[config.mk]
export PLATFORM = sky130hd
export DESIGN_NAME = sha256_stream_hasher_core
export DESIGN_NICKNAME = d
export VERILOG_FILES = /design/src/hw/rtl/sha_pkg.sv /design/src/hw/rtl/sha_ctrl.sv /design/src/hw/rtl/sha_dp.sv /design/src/hw/rtl/sha256_stream_hasher_core.sv
export SDC_FILE = /design/constraint.sdc
export NUM_CORES = 2
export LEC_CHECK = 0
export BUFFER_PORTS_ARGS = -buffer_cell sky130_fd_sc_hd__buf_2
export CAP_MARGIN = 20
export CORE_ASPECT_RATIO = 0.6
export CORE_UTILIZATION = 60
export CTS_CLUSTER_SIZE = 25
export DETAILED_ROUTE_END_ITERATION = 6
export PLACE_DENSITY = 0.76
export SYNTH_ARGS = -nofsm -noshare
export SYNTH_HDL_FRONTEND = slang
export SYNTH_HIERARCHICAL = 1
export SYNTH_SLANG_ARGS = --single-unit
[constraint.sdc]
create_clock -name clk -period 22.8 [get_ports clk]
set_input_delay 1.14 -clock clk [delete_from_list [all_inputs] [get_ports clk]]
set_output_delay 1.14 -clock clk [all_outputs]
set_load 0.02 [all_outputs]
[src/hw/rtl/sha_pkg.sv]
// Shared types, constants and the rotate helper for the SHA-256 hasher.
`timescale 1ns / 1ps
package sha_pkg;

    localparam logic [31:0] H_INIT [8] = '{
        32'h6a09e667, 32'hbb67ae85, 32'h3c6ef372, 32'ha54ff53a,
        32'h510e527f, 32'h9b05688c, 32'h1f83d9ab, 32'h5be0cd19};

    localparam logic [31:0] ROUND_K [64] = '{
        32'h428a2f98, 32'h71374491, 32'hb5c0fbcf, 32'he9b5dba5,
        32'h3956c25b, 32'h59f111f1, 32'h923f82a4, 32'hab1c5ed5,
        32'hd807aa98, 32'h12835b01, 32'h243185be, 32'h550c7dc3,
        32'h72be5d74, 32'h80deb1fe, 32'h9bdc06a7, 32'hc19bf174,
        32'he49b69c1, 32'hefbe4786, 32'h0fc19dc6, 32'h240ca1cc,
        32'h2de92c6f, 32'h4a7484aa, 32'h5cb0a9dc, 32'h76f988da,
        32'h983e5152, 32'ha831c66d, 32'hb00327c8, 32'hbf597fc7,
        32'hc6e00bf3, 32'hd5a79147, 32'h06ca6351, 32'h14292967,
        32'h27b70a85, 32'h2e1b2138, 32'h4d2c6dfc, 32'h53380d13,
        32'h650a7354, 32'h766a0abb, 32'h81c2c92e, 32'h92722c85,
        32'ha2bfe8a1, 32'ha81a664b, 32'hc24b8b70, 32'hc76c51a3,
        32'hd192e819, 32'hd6990624, 32'hf40e3585, 32'h106aa070,
        32'h19a4c116, 32'h1e376c08, 32'h2748774c, 32'h34b0bcb5,
        32'h391c0cb3, 32'h4ed8aa4a, 32'h5b9cca4f, 32'h682e6ff3,
        32'h748f82ee, 32'h78a5636f, 32'h84c87814, 32'h8cc70208,
        32'h90befffa, 32'ha4506ceb, 32'hbef9a3f7, 32'hc67178f2};

    localparam logic [7:0] PAD_BYTE = 8'h80;
    localparam logic [5:0] LEN_POS  = 6'd56;

    // source of the byte shifted into the block buffer
    typedef enum logic [1:0] {
        SRC_DATA = 2'd0,
        SRC_PAD  = 2'd1,
        SRC_ZERO = 2'd2,
        SRC_LEN  = 2'd3
    } byte_src_t;

    typedef struct packed {
        logic      shift;     // shift one byte into the buffer
        byte_src_t src;
        logic      count;     // add eight to the bit length
        logic      load;      // working vars <= hash, round counter cleared
        logic      round;     // one compression round
        logic      add;       // hash += working vars
        logic      restart;   // hash, length and word index back to reset
        logic      next_word; // step the digest word index
    } cmd_t;

    typedef struct packed {
        logic fill_63;
        logic fill_56;
        logic round_63;
        logic word_7;
    } sts_t;

    function automatic logic [31:0] rotr(input logic [31:0] x, input int n);
        rotr = (x >> n) | (x << (32 - n));
    endfunction

endpackage

[src/hw/rtl/sha_ctrl.sv]
// Sequencing FSM: byte intake, padding, compression rounds and digest output.
`timescale 1ns / 1ps
module sha_ctrl
(
    input  logic          clk,
    input  logic          rst_n,
    input  logic          in_valid,
    input  logic          in_byte_valid,
    input  logic          in_last,
    output logic          in_ready,
    output logic          out_valid,
    input  logic          out_ready,
    input  sha_pkg::sts_t sts,
    output sha_pkg::cmd_t cmd
);
    import sha_pkg::*;

    typedef enum logic [7:0] {
        ST_IDLE  = 8'b0000_0001,
        ST_PAD1  = 8'b0000_0010,
        ST_PADZ  = 8'b0000_0100,
        ST_PADL  = 8'b0000_1000,
        ST_LOAD  = 8'b0001_0000,
        ST_ROUND = 8'b0010_0000,
        ST_ADD   = 8'b0100_0000,
        ST_OUT   = 8'b1000_0000
    } state_t;

    state_t state_reg, state_next;
    state_t ret_reg, ret_next;

    always_ff @(posedge clk or negedge rst_n)
    begin
        if (!rst_n)
        begin
            state_reg <= ST_IDLE;
            ret_reg   <= ST_IDLE;
        end
        else
        begin
            state_reg <= state_next;
            ret_reg   <= ret_next;
        end
    end

    always_comb
    begin
        state_next = state_reg;
        ret_next   = ret_reg;
        cmd        = '0;
        cmd.src    = SRC_DATA;
        in_ready   = 1'b0;
        out_valid  = 1'b0;
        case (state_reg)
            ST_IDLE:
            begin
                in_ready = 1'b1;
                if (in_valid)
                begin
                    if (in_byte_valid)
                    begin
                        cmd.shift = 1'b1;
                        cmd.count = 1'b1;
                    end
                    if (in_byte_valid && sts.fill_63)
                    begin
                        state_next = ST_LOAD;
                        ret_next   = in_last ? ST_PAD1 : ST_IDLE;
                    end
                    else if (in_last)
                        state_next = ST_PAD1;
                end
            end
            ST_PAD1:
            begin
                cmd.shift = 1'b1;
                cmd.src   = SRC_PAD;
                if (sts.fill_63)
                begin
                    state_next = ST_LOAD;
                    ret_next   = ST_PADZ;
                end
                else
                    state_next = ST_PADZ;
            end
            ST_PADZ:
            begin
                if (sts.fill_56)
                    state_next = ST_PADL;
                else
                begin
                    cmd.shift = 1'b1;
                    cmd.src   = SRC_ZERO;
                    if (sts.fill_63)
                    begin
                        state_next = ST_LOAD;
                        ret_next   = ST_PADZ;
                    end
                end
            end
            ST_PADL:
            begin
                cmd.shift = 1'b1;
                cmd.src   = SRC_LEN;
                if (sts.fill_63)
                begin
                    state_next = ST_LOAD;
                    ret_next   = ST_OUT;
                end
            end
            ST_LOAD:
            begin
                cmd.load   = 1'b1;
                state_next = ST_ROUND;
            end
            ST_ROUND:
            begin
                cmd.round = 1'b1;
                if (sts.round_63)
                    state_next = ST_ADD;
            end
            ST_ADD:
            begin
                cmd.add    = 1'b1;
                state_next = ret_reg;
            end
            ST_OUT:
            begin
                out_valid = 1'b1;
                if (out_ready)
                begin
                    if (sts.word_7)
                    begin
                        cmd.restart = 1'b1;
                        state_next  = ST_IDLE;
                    end
                    else
                        cmd.next_word = 1'b1;
                end
            end
            default:
                state_next = ST_IDLE;
        endcase
    end

endmodule

[src/hw/rtl/sha_dp.sv]
// Datapath: block buffer / schedule window, bit length, working vars, hash.
`timescale 1ns / 1ps
module sha_dp
(
    input  logic          clk,
    input  logic          rst_n,
    input  logic [7:0]    data_byte,
    input  sha_pkg::cmd_t cmd,
    output sha_pkg::sts_t sts,
    output logic [31:0]   digest_word,
    output logic [2:0]    word_index
);
    import sha_pkg::*;

    // first message byte ends up in the top bits; the top word is W[t]
    logic [511:0] buf_reg;
    logic [5:0]   fill_reg;
    logic [63:0]  bits_reg;
    logic [5:0]   round_reg;
    logic [2:0]   idx_reg;
    logic [31:0]  hash_reg [8];
    logic [31:0]  v_reg [8];

    logic [7:0]  in_byte;
    logic [31:0] w0, w1, w9, w14, w_new;
    logic [31:0] s0, s1, big0, big1, ch, maj, t1, t2;

    always_comb
    begin
        case (cmd.src)
            SRC_DATA: in_byte = data_byte;
            SRC_PAD:  in_byte = PAD_BYTE;
            SRC_ZERO: in_byte = 8'h00;
            SRC_LEN:  in_byte = bits_reg[8*(3'd7 - fill_reg[2:0]) +: 8];
            default:  in_byte = 8'h00;
        endcase
    end

    assign w0    = buf_reg[511:480];
    assign w1    = buf_reg[479:448];
    assign w9    = buf_reg[223:192];
    assign w14   = buf_reg[63:32];
    assign s0    = rotr(w1, 7) ^ rotr(w1, 18) ^ (w1 >> 3);
    assign s1    = rotr(w14, 17) ^ rotr(w14, 19) ^ (w14 >> 10);
    assign w_new = w0 + s0 + w9 + s1;

    assign big1 = rotr(v_reg[4], 6) ^ rotr(v_reg[4], 11) ^ rotr(v_reg[4], 25);
    assign ch   = (v_reg[4] & v_reg[5]) ^ (~v_reg[4] & v_reg[6]);
    assign t1   = v_reg[7] + big1 + ch + ROUND_K[round_reg] + w0;
    assign big0 = rotr(v_reg[0], 2) ^ rotr(v_reg[0], 13) ^ rotr(v_reg[0], 22);
    assign maj  = (v_reg[0] & v_reg[1]) ^ (v_reg[0] & v_reg[2]) ^ (v_reg[1] & v_reg[2]);
    assign t2   = big0 + maj;

    always_ff @(posedge clk)
    begin
        if (cmd.shift)
            buf_reg <= {buf_reg[503:0], in_byte};
        else if (cmd.round)
            buf_reg <= {buf_reg[479:0], w_new};
        if (cmd.load)
            v_reg <= hash_reg;
        else if (cmd.round)
        begin
            v_reg[7] <= v_reg[6];
            v_reg[6] <= v_reg[5];
            v_reg[5] <= v_reg[4];
            v_reg[4] <= v_reg[3] + t1;
            v_reg[3] <= v_reg[2];
            v_reg[2] <= v_reg[1];
            v_reg[1] <= v_reg[0];
            v_reg[0] <= t1 + t2;
        end
    end

    always_ff @(posedge clk or negedge rst_n)
    begin
        if (!rst_n)
        begin
            fill_reg  <= '0;
            bits_reg  <= '0;
            round_reg <= '0;
            idx_reg   <= '0;
            hash_reg  <= H_INIT;
        end
        else
        begin
            if (cmd.shift)
                fill_reg <= fill_reg + 6'd1;
            if (cmd.restart)
                bits_reg <= '0;
            else if (cmd.count)
                bits_reg <= bits_reg + 64'd8;
            if (cmd.load)
                round_reg <= '0;
            else if (cmd.round)
                round_reg <= round_reg + 6'd1;
            if (cmd.restart)
                idx_reg <= '0;
            else if (cmd.next_word)
                idx_reg <= idx_reg + 3'd1;
            if (cmd.restart)
                hash_reg <= H_INIT;
            else if (cmd.add)
            begin
                for (int i = 0; i < 8; i++)
                    hash_reg[i] <= hash_reg[i] + v_reg[i];
            end
        end
    end

    assign sts.fill_63  = (fill_reg == 6'd63);
    assign sts.fill_56  = (fill_reg == LEN_POS);
    assign sts.round_63 = (round_reg == 6'd63);
    assign sts.word_7   = (idx_reg == 3'd7);

    assign digest_word = hash_reg[idx_reg];
    assign word_index  = idx_reg;

endmodule

[src/hw/rtl/sha256_stream_hasher_core.sv]
// Top level of the SHA-256 stream hasher.
`timescale 1ns / 1ps
// SHA-256 over a byte stream, one item at a time. An input item with
// tuser set carries one message byte; tlast ends the message and the eight
// digest words follow on the output, most significant first, tlast on the
// eighth. Byte items are taken while the core is idle; the item that fills
// a 64-byte block starts one load, 64 rounds on the single round unit and
// one add. The end mark adds byte-serial padding followed by one or two
// compressions, then eight output items. Input is held off during that work.
module sha256_stream_hasher_core
(
    input  logic        clk,
    input  logic        rst_n,
    input  logic        s_tvalid,
    output logic        s_tready,
    input  logic [7:0]  s_tdata,   // [7:0] data_byte
    input  logic        s_tuser,   // [0] byte_valid
    input  logic        s_tlast,
    output logic        m_tvalid,
    input  logic        m_tready,
    output logic [39:0] m_tdata,   // [31:0] digest_word, [34:32] word_index, rest zero
    output logic        m_tlast
);
    import sha_pkg::*;

    cmd_t        cmd;
    sts_t        sts;
    logic [31:0] digest_word;
    logic [2:0]  word_index;

    sha_ctrl u_ctrl
    (
        .clk           (clk),
        .rst_n         (rst_n),
        .in_valid      (s_tvalid),
        .in_byte_valid (s_tuser),
        .in_last       (s_tlast),
        .in_ready      (s_tready),
        .out_valid     (m_tvalid),
        .out_ready     (m_tready),
        .sts           (sts),
        .cmd           (cmd)
    );

    sha_dp u_dp
    (
        .clk         (clk),
        .rst_n       (rst_n),
        .data_byte   (s_tdata),
        .cmd         (cmd),
        .sts         (sts),
        .digest_word (digest_word),
        .word_index  (word_index)
    );

    assign m_tdata = {5'd0, word_index, digest_word};
    assign m_tlast = sts.word_7;

endmodule

== Word level (Yosys, flattened, before mapping) ==
Memory sizes are Yosys's and may differ from the RTL's.
Index checks and enable logic that the tools add are counted.

* Bitwise gates (word level): 29
* Reduce and logical (&&, ||, !) cells: 11
* Add/subtract/negate cells: 23
* $lt $le $gt $ge: 2
* Shifts and indexed selects: 1
* Muxes and demuxes: 50
* Equal/unequal tests: 23

{| class="wikitable"
|+ Operator list
! kind !! number
|-
| 256-bit 2-to-1 mux || 4
|-
| 512-bit 2-to-1 mux || 2
|-
| 32-bit adder || 18
|-
| 32-bit XOR || 9
|-
| 32-bit bitwise AND || 5
|-
| 32-bit 2-to-1 mux || 4
|-
| 64-bit 2-to-1 mux || 2
|-
| 8-bit 2-to-1 mux || 13
|-
| 32-bit binary-select mux with 3-bit select || 1
|-
| 64-bit by 4-bit adder with 64-bit output, second input constant || 1
|-
| 8-bit case mux with 4 select lines || 2
|-
| 8-bit case mux with 8 select lines || 1
|-
| 64-bit by 33-bit variable part select with 8-bit output || 1
|-
| 32-bit inverter || 1
|-
| 10-bit by 32-bit bitwise OR with 32-bit output || 1
|-
| 13-bit by 32-bit bitwise OR with 32-bit output || 1
|-
| 14-bit by 32-bit bitwise OR with 32-bit output || 1
|-
| 15-bit by 32-bit bitwise OR with 32-bit output || 1
|-
| 19-bit by 32-bit bitwise OR with 32-bit output || 1
|-
| 21-bit by 32-bit bitwise OR with 32-bit output || 1
|-
| 25-bit by 32-bit bitwise OR with 32-bit output || 1
|-
| 26-bit by 32-bit bitwise OR with 32-bit output || 1
|-
| 30-bit by 32-bit bitwise OR with 32-bit output || 1
|-
| 7-bit by 32-bit bitwise OR with 32-bit output || 1
|-
| other kinds (37) || 65
|}

* Input bits: 14
* Memories: 1
* Bits in read-only memories: 2048
* Register bits after elaboration: 1119
* Word-level logic and storage cells: 163

{| class="wikitable"
|+ Memories
! name !! words !! bits a word !! read ports !! clocked after Yosys merged registers in !! write ports !! RTL line !! RTL
|-
| (no name shown) || 64 || 32 || 1 || 0 || 0 || sha_dp.sv:49 || <nowiki>assign t1 = v_reg[7] + big1 + ch + ROUND_K[round_reg] + w0;</nowiki>
|}

== Logic depth before layout (Yosys ltp) ==
* Word-level depth: 10
* Mapped depth: 37
* Gate-level depth less buffers: 35

== Cells and area by module ==
Netlist, hierarchy kept.

{| class="wikitable"
|+ By module, submodules not included
! module !! cells an instance !! seq. area each (µm²) !! times used !! area each (µm²)
|-
| sha_dp || 6963 || 31540.2 || 1 || 76305.7
|-
| sha_ctrl || 105 || 302.8 || 1 || 929.6
|-
| sha256_stream_hasher_core || 6 || 0.0 || 1 || 41.3
|}

== Least setup slack after synthesis ==
Ideal clock, no wire load.

* Path type: register -> register
* Start: register u_dp.fill_reg[1]
* End: register u_dp.buf_reg[0] (enable)
* Buffers on the path: 5
* Arrival time: 9.026 ns
* Path slack: 13.107 ns
* Setup time: 0.667 ns
* Stages on the path, launching flop included: 15
* Clock period less this slack: 9.693 ns
* Cell sequence: dfrtp_1 clkbuf_1 clkinv_1 ha_1 nor3b_1 nor2_1 nand2_1 a21oi_1 a31oi_1 nor2_1 clkbuf_1 clkbuf_1 clkbuf_1 clkbuf_1 or2_2

{| class="wikitable"
|+ RTL lines
! what !! RTL line !! RTL
|-
| start, declared || sha_dp.sv:17 || <nowiki>logic [5:0] fill_reg;</nowiki>
|-
| start signal, assigned || sha_dp.sv:88 || <nowiki>fill_reg <= fill_reg + 6'd1;</nowiki>
|-
| end signal, assigned || sha_dp.sv:57 || <nowiki>buf_reg <= {buf_reg[503:0], in_byte};</nowiki>
|-
| end signal, assigned || sha_dp.sv:59 || <nowiki>buf_reg <= {buf_reg[479:0], w_new};</nowiki>
|-
| end, declared || sha_dp.sv:16 || <nowiki>logic [511:0] buf_reg;</nowiki>
|}

== Worst setup path in the final report ==
* Start: register u_dp.round_reg[0]
* End: register u_dp/v_reg[255] (netlist name) (data pin)

* Cells in the longest elaborated chain, start to end: 9

{| class="wikitable"
|+ Ends and longest elaborated chain
! what !! RTL line !! RTL
|-
| start, declared || sha_dp.sv:19 || <nowiki>logic [5:0] round_reg;</nowiki>
|-
| start signal, assigned || sha_dp.sv:96 || <nowiki>round_reg <= round_reg + 6'd1;</nowiki>
|-
| 6-bit inverter with 7-bit output (not written as such) || sha_dp.sv:49 ||
|-
| memory 64 x 32 bit || n/a ||
|-
| 32-bit 2-to-1 mux (not written as such) (2 in series) || sha_dp.sv:49 ||
|-
| 32-bit adder (2 in series) || sha_dp.sv:49 ||
|-
| 32-bit adder || sha_dp.sv:71 || <nowiki>v_reg[0] <= t1 + t2;</nowiki>
|-
| 256-bit 2-to-1 mux || sha_dp.sv:62 || <nowiki>else if (cmd.round)</nowiki>
|-
| 256-bit 2-to-1 mux || sha_dp.sv:60 || <nowiki>if (cmd.load)</nowiki>
|-
| end signal, assigned || sha_dp.sv:61 || <nowiki>v_reg <= hash_reg;</nowiki>
|-
| end, declared || sha_dp.sv:22 || <nowiki>logic [31:0] v_reg [8];</nowiki>
|}

Every way passes these cells. The select of a mux whose other input is x is not followed.
A chain may end at the register's enable or synchronous reset.

==> reports/metrics.csv <==
stage,metric,value,unit
status,run_status,"finished, final reports clean",
grt,grt-busiest-layer,met1,
yosys,synth.largest_area_cell,edfxtp_1,
die,die_y,280,um
grt,met2_usage,43.6,%
layout,nNetsFinal,7589,
setup_path,worstSetupPathType,register to register,
timing,final.period_utilization,43.2,%
timing,fmaxAchievable,0.102,GHz
drt,drt_wl_total,242,mm
grt,grt_overflow,0,
grt,grt_usage,36.6,%
setup_path,cp-endpoint,u_dp/v_reg[255],
timing,hold_viol,0,
clock_tree,numCtsBuffers,106,
clock_tree,clkSinkCount,1112,
setup_path,ff2ff_setup_slack,12.95,ns
grt,antenna_found_initial,5,
setup_path,crit_fanout,23,
yosys,avgSynthCellArea,10.9,sq um
clock_tree,cts_tree,yes,
timing,drv_slew,0,
grt,grt_use_met3,15.1,%
timing,finalSetupViolCount,0,
layout,instances_no_fill,8770,
setup_path,slowest_delay,0.86,ns
timing,relSlewSlack,13.2,%
yosys,yosys-top-cells-area,"edfxtp_1, mux2_2, dfrtp_1",
setup_path,worst_r2r_endpoint,u_dp/v_reg[255],
drt,avgRoutedWirePerCell,27.6,um
yosys,yosys_register_bits,1112,
timing,grt_setup_unrepaired,no,
job,drv_cap,0,
clock_tree,clk_pin_slew,0.07,ns
placement,io_buffers,51,
clock_tree,clockRootBuffer,clkbuf_16,
yosys,synth.top_cell.area_share,29.8,%
drt,drt-pass1-iter-count,6,
drt,via_per_inst,6.61,
yosys,synth-main-ff-cell,edfxtp_1,
grt,met1_usage,60.2,%
setup_path,crit_slowest_cell,ha_1,
die,pin_count,57,
die,initial_utilization,60.8,%
worst_hold_path,holdCritPathClass,primary input to async pin,
yosys,synth_cell_types,114,
setup_path,cp.required,23.25,ns
layout,layout-drive-gt1-share,18.5,%
timing,clock_skew,0.0483,ns
clock_tree,clock_latency,0.76,ns
setup_path,startpoint_type,register,
yosys,async_reset_ff_share,30.9,%
clock_tree,clockBufferDepth,3,
setup_path,r2r_cells,35,
die,die_w,465,um
clock_tree,cts-resized-gates,0,
timing,tns,0,ns
grt,grt_max_degree,210,
drt,drc,0,
drt,antenna_left,0,
layout,area.growth.synth_to_final,7.13,%
setup_path,cp-startpoint,u_dp/round_reg[0],
timing,period_minus_slack,9.85,ns
setup_path,end_kind,register,
placement,place_inst,8564,
yosys,synth_edf_count,768,
yosys,synth_cells,7074,
clock_tree,cts_hold_buf,0,
layout,largest_reg_flops,512,
yosys,syn_area,77300,sq um
timing,tightest_slew,1.29,ns
clock_tree,htreeDepth,3,
die,core,127000,sq um
setup_path,crit_arrival,10.30,ns
drt,drtIter0Drc,8126,
placement,place.gp.congestion,1.04,
grt,grt_pass1_vias,53541,
setup_path,worstReg2RegStart,u_dp/round_reg[0],
grt,grt_pass1_wl,355,mm
yosys,ys_seq_area_share,41.2,%
yosys,ys_warn_count,6,
placement,dp_hpwl,182,mm
die,fp-row-count,101,
clock_tree,post_cts_buffers,0,
die,die-area,130000,sq um
drt,vias,57937,
-- how the worst min path moves through the flow --
stage                                     end  cells past startpoint
after CTS                 u_ctrl/state_reg[3]                      1
after detailed placement     u_dp/fill_reg[5]                      1
after global routing         u_dp/bits_reg[3]                      1
after global placement       u_dp/fill_reg[5]                      1
after floorplan              u_dp/fill_reg[5]                      1
final                        u_dp/bits_reg[3]                      1
-- cells in the mapped netlist (all sizes together), types with 68 or more instances --
cell type	instances
a21o	179
a21oi	453
clkbuf	297
dfrtp	206
dfstp	138
edfxtp	768
fa	195
ha	404
inv	445
mux2	711
mux2i	91
mux4	82
nand2	402
nand2b	68
nand3	87
nor2	445
nor2b	75
nor3	84
o21ai	448
xnor2	358
xor2	253
-- logic make-up after synthesis --
family | synth area share, %
buf+inv | 3.91
fa+ha+maj | 11.9
other cells | 0.00485
simple gates | 8.72
flops | 41.2
compound gates | 13.4
mux | 13.9
xor+xnor | 6.95
-- layer usage --
layer | share of wire [%] | wire [um] | up-vias
li1 | - | - | 25514
met1 | 47 | 113000 | 28923
met2 | 36 | 87700 | 3246
met3 | 15 | 37500 | 242
met4 | 1.5 | 3560 | 12
met5 | 0.23 | 545 | -
-- cell usage in the layout, fill, tap and decap left out, types with 195 or more instances in the layout --
cell type / synthesis / final
mux2_2: 707 / 707
inv_1: 445 / 444
nand2_1: 401 / 400
fa_1: 195 / 195
a21oi_1: 452 / 452
dfrtp_1: 206 / 199
xor2_1: 253 / 253
edfxtp_1: 768 / 768
ha_1: 404 / 404
nor2_1: 443 / 439
xnor2_1: 358 / 358
o21ai_0: 431 / 431
-- critical path, delay by kind of cell, from the launching register on --
family / cells / cell delay, ns
and+or+nand+nor: 4 / 1.02
AOI/OAI and AO/OA: 19 / 4.49
buffers and inverters: 5 / 0.64
xor gates and xnor gates: 2 / 0.32
DFF: 1 / 0.36
adders and majority gates: 5 / 2.73
-- layout make-up --
class                   instances  area, sq um
fillers                      9923        44300
multi-input cells            5171        42500
flip-flops and latches       1112        31900
clock buffers                 139         2900
well taps                    1699         2130
inverters                     448         1690
repair buffers                137          973
clock inverters                61          757
diodes                          3         7.51
-- metrics by stage --
| step | utilization, % | hold slack (ns) | worst slack, ns | cell area, sq um |
|---|---|---|---|---|
| final | 65.1 | 0.418 | 12.95 | 82800 |
| after global routing | 65.1 | 0.462 | 12.56 | 82800 |
| after CTS | 65.1 | 0.439 | 13.26 | 82700 |
| after detailed placement | 62.2 | 0.458 | 13.32 | 79100 |
| after global placement | 62.2 | 0.456 | 13.41 | 79100 |
| after floorplan | - | 0.442 | 13.11 | 77300 |
Power is left out: the tool's default activity adds up to more than one toggle a clock period on the data nets, which glitch-free logic cannot reach.
